$ cat src/rtl/core/gtcb_pkg.sv
// Shared types and constants for the complex gammatone band-pass filter.
// Used by the cell, controller, output scaler and top level.
`timescale 1ns / 1ps

package gtcb_pkg;

    // Stage state is a signed 64-bit word whose LSB weighs 2^-31.
    localparam int STATE_W    = 64;
    localparam int HALF_W     = 32;
    localparam int COEF_W     = 24;
    localparam int OP_W       = HALF_W + 1;
    localparam int MUL_W      = OP_W + COEF_W;
    localparam int PROD_W     = MUL_W + 1;
    localparam int WIDE_W     = PROD_W + HALF_W;
    localparam int COEF_FRAC  = 23;
    localparam int GAIN_FRAC  = 22;
    localparam int PART_COUNT = 4;
    localparam int CFG_ADDR_W = 2;
    localparam int CFG_DATA_W = 24;

    localparam logic [CFG_DATA_W-1:0] GAIN_RESET = 24'd4194304;
    localparam logic [STATE_W-1:0]    STATE_MAX  = {1'b0, {(STATE_W-1){1'b1}}};
    localparam logic [STATE_W-1:0]    STATE_MIN  = {1'b1, {(STATE_W-1){1'b0}}};

    // Partial product slots of one cell: real/imag term, low/high state half.
    typedef enum logic [1:0] {
        PART_RE_LO = 2'd0,
        PART_RE_HI = 2'd1,
        PART_IM_LO = 2'd2,
        PART_IM_HI = 2'd3
    } t_part;

    typedef enum logic [CFG_ADDR_W-1:0] {
        CFG_POLE_REAL   = 2'd0,
        CFG_POLE_IMAG   = 2'd1,
        CFG_OUTPUT_GAIN = 2'd2
    } t_cfg_addr;

    typedef enum logic [2:0] {
        ST_IDLE   = 3'd0,
        ST_MUL    = 3'd1,
        ST_TERM   = 3'd2,
        ST_CHAIN  = 3'd3,
        ST_COMMIT = 3'd4,
        ST_OUT    = 3'd5
    } t_state;

    typedef struct packed {
        logic  mul_en;
        t_part mul_sel;
        logic  dif_en;
        t_part dif_sel;
        logic  term_en;
        logic  chain_en;
        logic  commit;
        logic  out_mul_en;
        logic  out_load;
    } t_ctl;

endpackage

$ cat src/rtl/core/gtcb_ctrl.sv
// Sequencer for the cell row: partial products, term scaling, cascade ripple,
// state update and output load. Depends on gtcb_pkg.
`timescale 1ns / 1ps

module gtcb_ctrl import gtcb_pkg::*; #(
    parameter int STAGE_COUNT = 4
) (
    input  logic i_clk,
    input  logic i_rst_n,
    input  logic i_in_accept,
    input  logic i_out_free,
    output logic o_ready,
    output t_ctl o_ctl
);

    localparam int CNT_W = $clog2((STAGE_COUNT > PART_COUNT + 1) ? STAGE_COUNT
                                                                   : PART_COUNT + 1);

    t_state           r_state;
    t_state           n_state;
    logic [CNT_W-1:0] r_cnt;
    logic [CNT_W-1:0] n_cnt;

    always_ff @(posedge i_clk) begin
        if (!i_rst_n) begin
            r_state <= ST_IDLE;
            r_cnt   <= '0;
        end else begin
            r_state <= n_state;
            r_cnt   <= n_cnt;
        end
    end

    always_comb begin
        n_state = r_state;
        n_cnt   = r_cnt;
        unique case (r_state)
            ST_IDLE: begin
                if (i_in_accept) begin
                    n_state = ST_MUL;
                    n_cnt   = '0;
                end
            end
            ST_MUL: begin
                if (r_cnt == CNT_W'(PART_COUNT)) begin
                    n_state = ST_TERM;
                    n_cnt   = '0;
                end else begin
                    n_cnt = r_cnt + 1'b1;
                end
            end
            ST_TERM: begin
                n_state = ST_CHAIN;
                n_cnt   = '0;
            end
            ST_CHAIN: begin
                if (r_cnt == CNT_W'(STAGE_COUNT - 1)) begin
                    n_state = ST_COMMIT;
                    n_cnt   = '0;
                end else begin
                    n_cnt = r_cnt + 1'b1;
                end
            end
            ST_COMMIT: n_state = ST_OUT;
            ST_OUT: begin
                if (i_out_free) begin
                    n_state = ST_IDLE;
                end
            end
            default: n_state = ST_IDLE;
        endcase
    end

    // Products of step k are registered first and then folded into partial slot k.
    always_comb begin
        o_ctl   = '0;
        o_ready = 1'b0;
        unique case (r_state)
            ST_IDLE: o_ready = 1'b1;
            ST_MUL: begin
                o_ctl.mul_en  = (r_cnt != CNT_W'(PART_COUNT));
                o_ctl.mul_sel = t_part'(r_cnt[1:0]);
                o_ctl.dif_en  = (r_cnt != '0);
                o_ctl.dif_sel = t_part'(r_cnt[1:0] - 2'd1);
            end
            ST_TERM:  o_ctl.term_en = 1'b1;
            ST_CHAIN: o_ctl.chain_en = 1'b1;
            ST_COMMIT: begin
                o_ctl.commit     = 1'b1;
                o_ctl.out_mul_en = 1'b1;
            end
            ST_OUT:  o_ctl.out_load = i_out_free;
            default: o_ready = 1'b0;
        endcase
    end

endmodule

$ cat config.mk
export PLATFORM = sky130hd
export DESIGN_NAME = gtcb_ctrl
export DESIGN_NICKNAME = d
export VERILOG_FILES = /design/src/rtl/core/gtcb_pkg.sv /design/src/rtl/core/gtcb_ctrl.sv
export SDC_FILE = /design/constraint.sdc
export NUM_CORES = 1
export LEC_CHECK = 0
export BUFFER_PORTS_ARGS = -buffer_cell sky130_fd_sc_hd__buf_2
export CORE_AREA = 8 8 45 47
export DETAILED_ROUTE_END_ITERATION = 8
export DIE_AREA = 0 0 53 55
export MAX_ROUTING_LAYER = met4
export SLEW_MARGIN = 20
export SYNTH_ARGS = -nofsm -noshare
export SYNTH_HDL_FRONTEND = slang
export SYNTH_SLANG_ARGS = --single-unit
$ cat constraint.sdc
create_clock -name i_clk -period 3 [get_ports i_clk]
set_input_delay 0.6 -clock i_clk [delete_from_list [all_inputs] [get_ports i_clk]]
set_output_delay 0.6 -clock i_clk [all_outputs]
set_load 0.02 [all_outputs]
==> impl_metrics.ini <==
[power_and_ir_drop]
p_per_area_nw_per_um2 = 386
power_frac_comb_pct = 20.9
p_leak_nw = 0.246
p_clk_share_pct = 36.0
pwr-share-seq_pct = 43.1
internal_power_uw = 144
ir_worst_vdd_mv = 0.160
switching_share_pct = 28.8
p_switching_uw = 58.1

[floorplanning]
dieHeight_um = 55
design.die.area_um2 = 2920
start_util_pct = 31.4
die-width_um = 53
rows = 14
core_um2 = 1380
pin_count = 16

[worst_setup_path]
rrSetupSlack_ns = 1.46
path_cells = or3b_1, a21oi_1, buf_2
endpoint_kind = output pin
crit_slowest_cell = or3b_1
crit_family = simple AND/OR/NAND/NOR gates
critical_path.max_fanout = 14
rr_worst_depth = 3
crit_type = reg2out
crit_buf_inv = 1
critPathLaunch = r_state[1]$_SDFFE_PN0P_
cpPeakStageDelay_ns = 0.52
cp.required_ns = 2.40
r2r_start = r_state[1]$_SDFFE_PN0P_
crit_arrival_ns = 1.51
cp-start-kind = flip-flop
r2r_end = r_cnt[2]$_SDFFE_PN0P_

[sta]
setup_tns_ns = 0
post-route-period-util_pct = 70.4
fin_skew_ns = 0.00201
maxSlewViolCount = 0
period_minus_slack_ns = 2.11
rsz0062_at_grt = false
finalSetupViolCount = 0
fmax_ghz = 0.473
worst_slack_ns = 0.888
report.final.hold_viol_count = 0
max_slew_margin_pct = 74.4
tightest_slew_ns = 0.383

[global_routing]
overflow = 0
grt_pass1_vias = 395
met2_usage_pct = 11.9
met1_usage_pct = 8.84
grtUsageTotal_pct = 8.34
grt_pass1_wl_mm = 1.70
use_met3_pct = 2.94
grt_max_degree = 15
antenna_found_initial = 0
busiest_layer = met2

[clock_network]
cts_hold_buf = 0
worstSkewPairLatency_ns = 0.24
cts_buffers = 3
clk_path_buf_depth = 2
cts_resized = 0
clockRootBuffer = clkbuf_4
post_cts_buffers = 0
h-tree-depth = 1
clk_pin_slew_ns = 0.05
cts.sinks = 6
cts_tree = built

[job]
maxCapViolations = 0

[cells_and_area]
fin_nets = 81
fillers = 150
utilization_pct = 37.9
seq_area_um2 = 120
drive_gt1_share_pct = 25.4
stdcell_area_um2 = 524
area_growth_pct = 20.7
final_common_cell = buf_2
multi_input_area_um2 = 264
antenna_cells = 0
final_cells = 87
mostFrequentLayoutCells = 15 x buf_2, 6 x inv_1, 6 x dfxtp_1

[placed_design]
post-place-ws_ns = 1.14
placed_cell_area_um2 = 502
post-dp-hpwl_um = 803
dp.cells = 84
gp_congestion = 0.799
io_buffers = 15

[yosys]
syn-num-nets = 66
ys.flop_type = dfxtp_1
synth_cell_types = 24
syn_area_um2 = 434
syn-mean-instance-area_um2 = 7.49
synth_edf_count = 0
ys_ff_latch = 6
synth_warnings = 0
syn_inst = 58
ys_seq_area_share_pct = 27.7
synth_async_sr_flop_share_pct = 0

[routing]
wirelength_um = 996
final_antenna_net_count = 0
drc = 0
drt_iter0_markers = 20
firstDrtPassIters = 4
via_per_inst = 4.83
num_vias = 420
routedWlPerCell_um = 11.4

[min_path]
holdPathEnd = r_cnt[1]$_SDFFE_PN0P_
hold_path.startpoint = r_cnt[1]$_SDFFE_PN0P_
hold_path_class = reg2reg
holdPathStages = 2

[run_status]
status = complete, no violations
## sequential cells by signal, indices dropped and copies added (netlist names)
| signal | cells |
|---|---|
| r_state | 3 |
| r_cnt | 3 |
## metal layers
| layer | part of all wire [%] | wire length, um | vias to the layer above |
|---|---|---|---|
| li1 | - | - | 223 |
| met4 | 1.0 | 10 | 0 |
| met2 | 43 | 430 | 14 |
| met5 | 0 | 0 | - |
| met1 | 45 | 451 | 181 |
| met3 | 10 | 104 | 2 |
## power groups by stage
stage	logic, mW	clock network, mW	registers [mW]
2_1_floorplan	0.0343	0	0.0860
3_3_place_gp	0.0430	0	0.0886
3_5_place_dp	0.0426	0	0.0887
4_1_cts	0.0428	0.0766	0.0871
5_1_grt	0.0482	0.0828	0.0879
6_report	0.0423	0.0728	0.0871
## cell families after synthesis
| kind of cell | count (synthesis) | synth area share (%) |
|---|---|---|
| adder cells (fa/ha/maj) | 4 | 11.5 |
| AO/OA/AOI/OAI | 12 | 18.7 |
| AND/OR/NAND/NOR | 25 | 30.6 |
| flip-flops | 6 | 27.7 |
| buffers and inverters | 11 | 11.5 |
## cells in the mapped netlist (2+ instances only)
cell | number | area share (%)
nor2b_1 | 3 | 4.3
nor3_1 | 4 | 4.6
nor3b_1 | 2 | 3.5
clkbuf_1 | 2 | 1.7
a32oi_1 | 2 | 4.0
nor2_1 | 5 | 4.3
or3b_1 | 2 | 4.0
buf_4 | 2 | 3.5
dfxtp_1 | 6 | 28
a21oi_1 | 3 | 3.5
nand2_1 | 5 | 4.3
o21ai_0 | 2 | 2.3
inv_1 | 6 | 5.2
ha_1 | 4 | 12
## through the flow
step	hold WS [ns]	power (mW)
after floorplan	0.470	0.120
after global placement	0.497	0.132
after detailed placement	0.490	0.131
after CTS	0.496	0.206
after global routing	0.536	0.219
final	0.495	0.202
## how the worst max path moves through the flow
stage,cells after the start,end
after global placement,3,o_ctl[10]
after CTS,3,o_ctl[10]
after global routing,3,o_ctl[10]
after detailed placement,3,o_ctl[10]
after floorplan,3,o_ctl[2]
final,3,o_ctl[10]
## tightest hold or removal path, cell delays in order (launching register included)
cell	delay (ns)
dfxtp_1	0.31
o21ai_0	0.07
a21oi_1	0.06
## final cells by class
class | instances | share of cell area (%)
multi-input combinational | 41 | 50.4
sequential | 6 | 22.9
timing repair buffer | 15 | 14.3
clock buffer | 3 | 4.30
inverter | 6 | 4.30
tap | 16 | 3.82
Power figures use the tool's default switching activity.
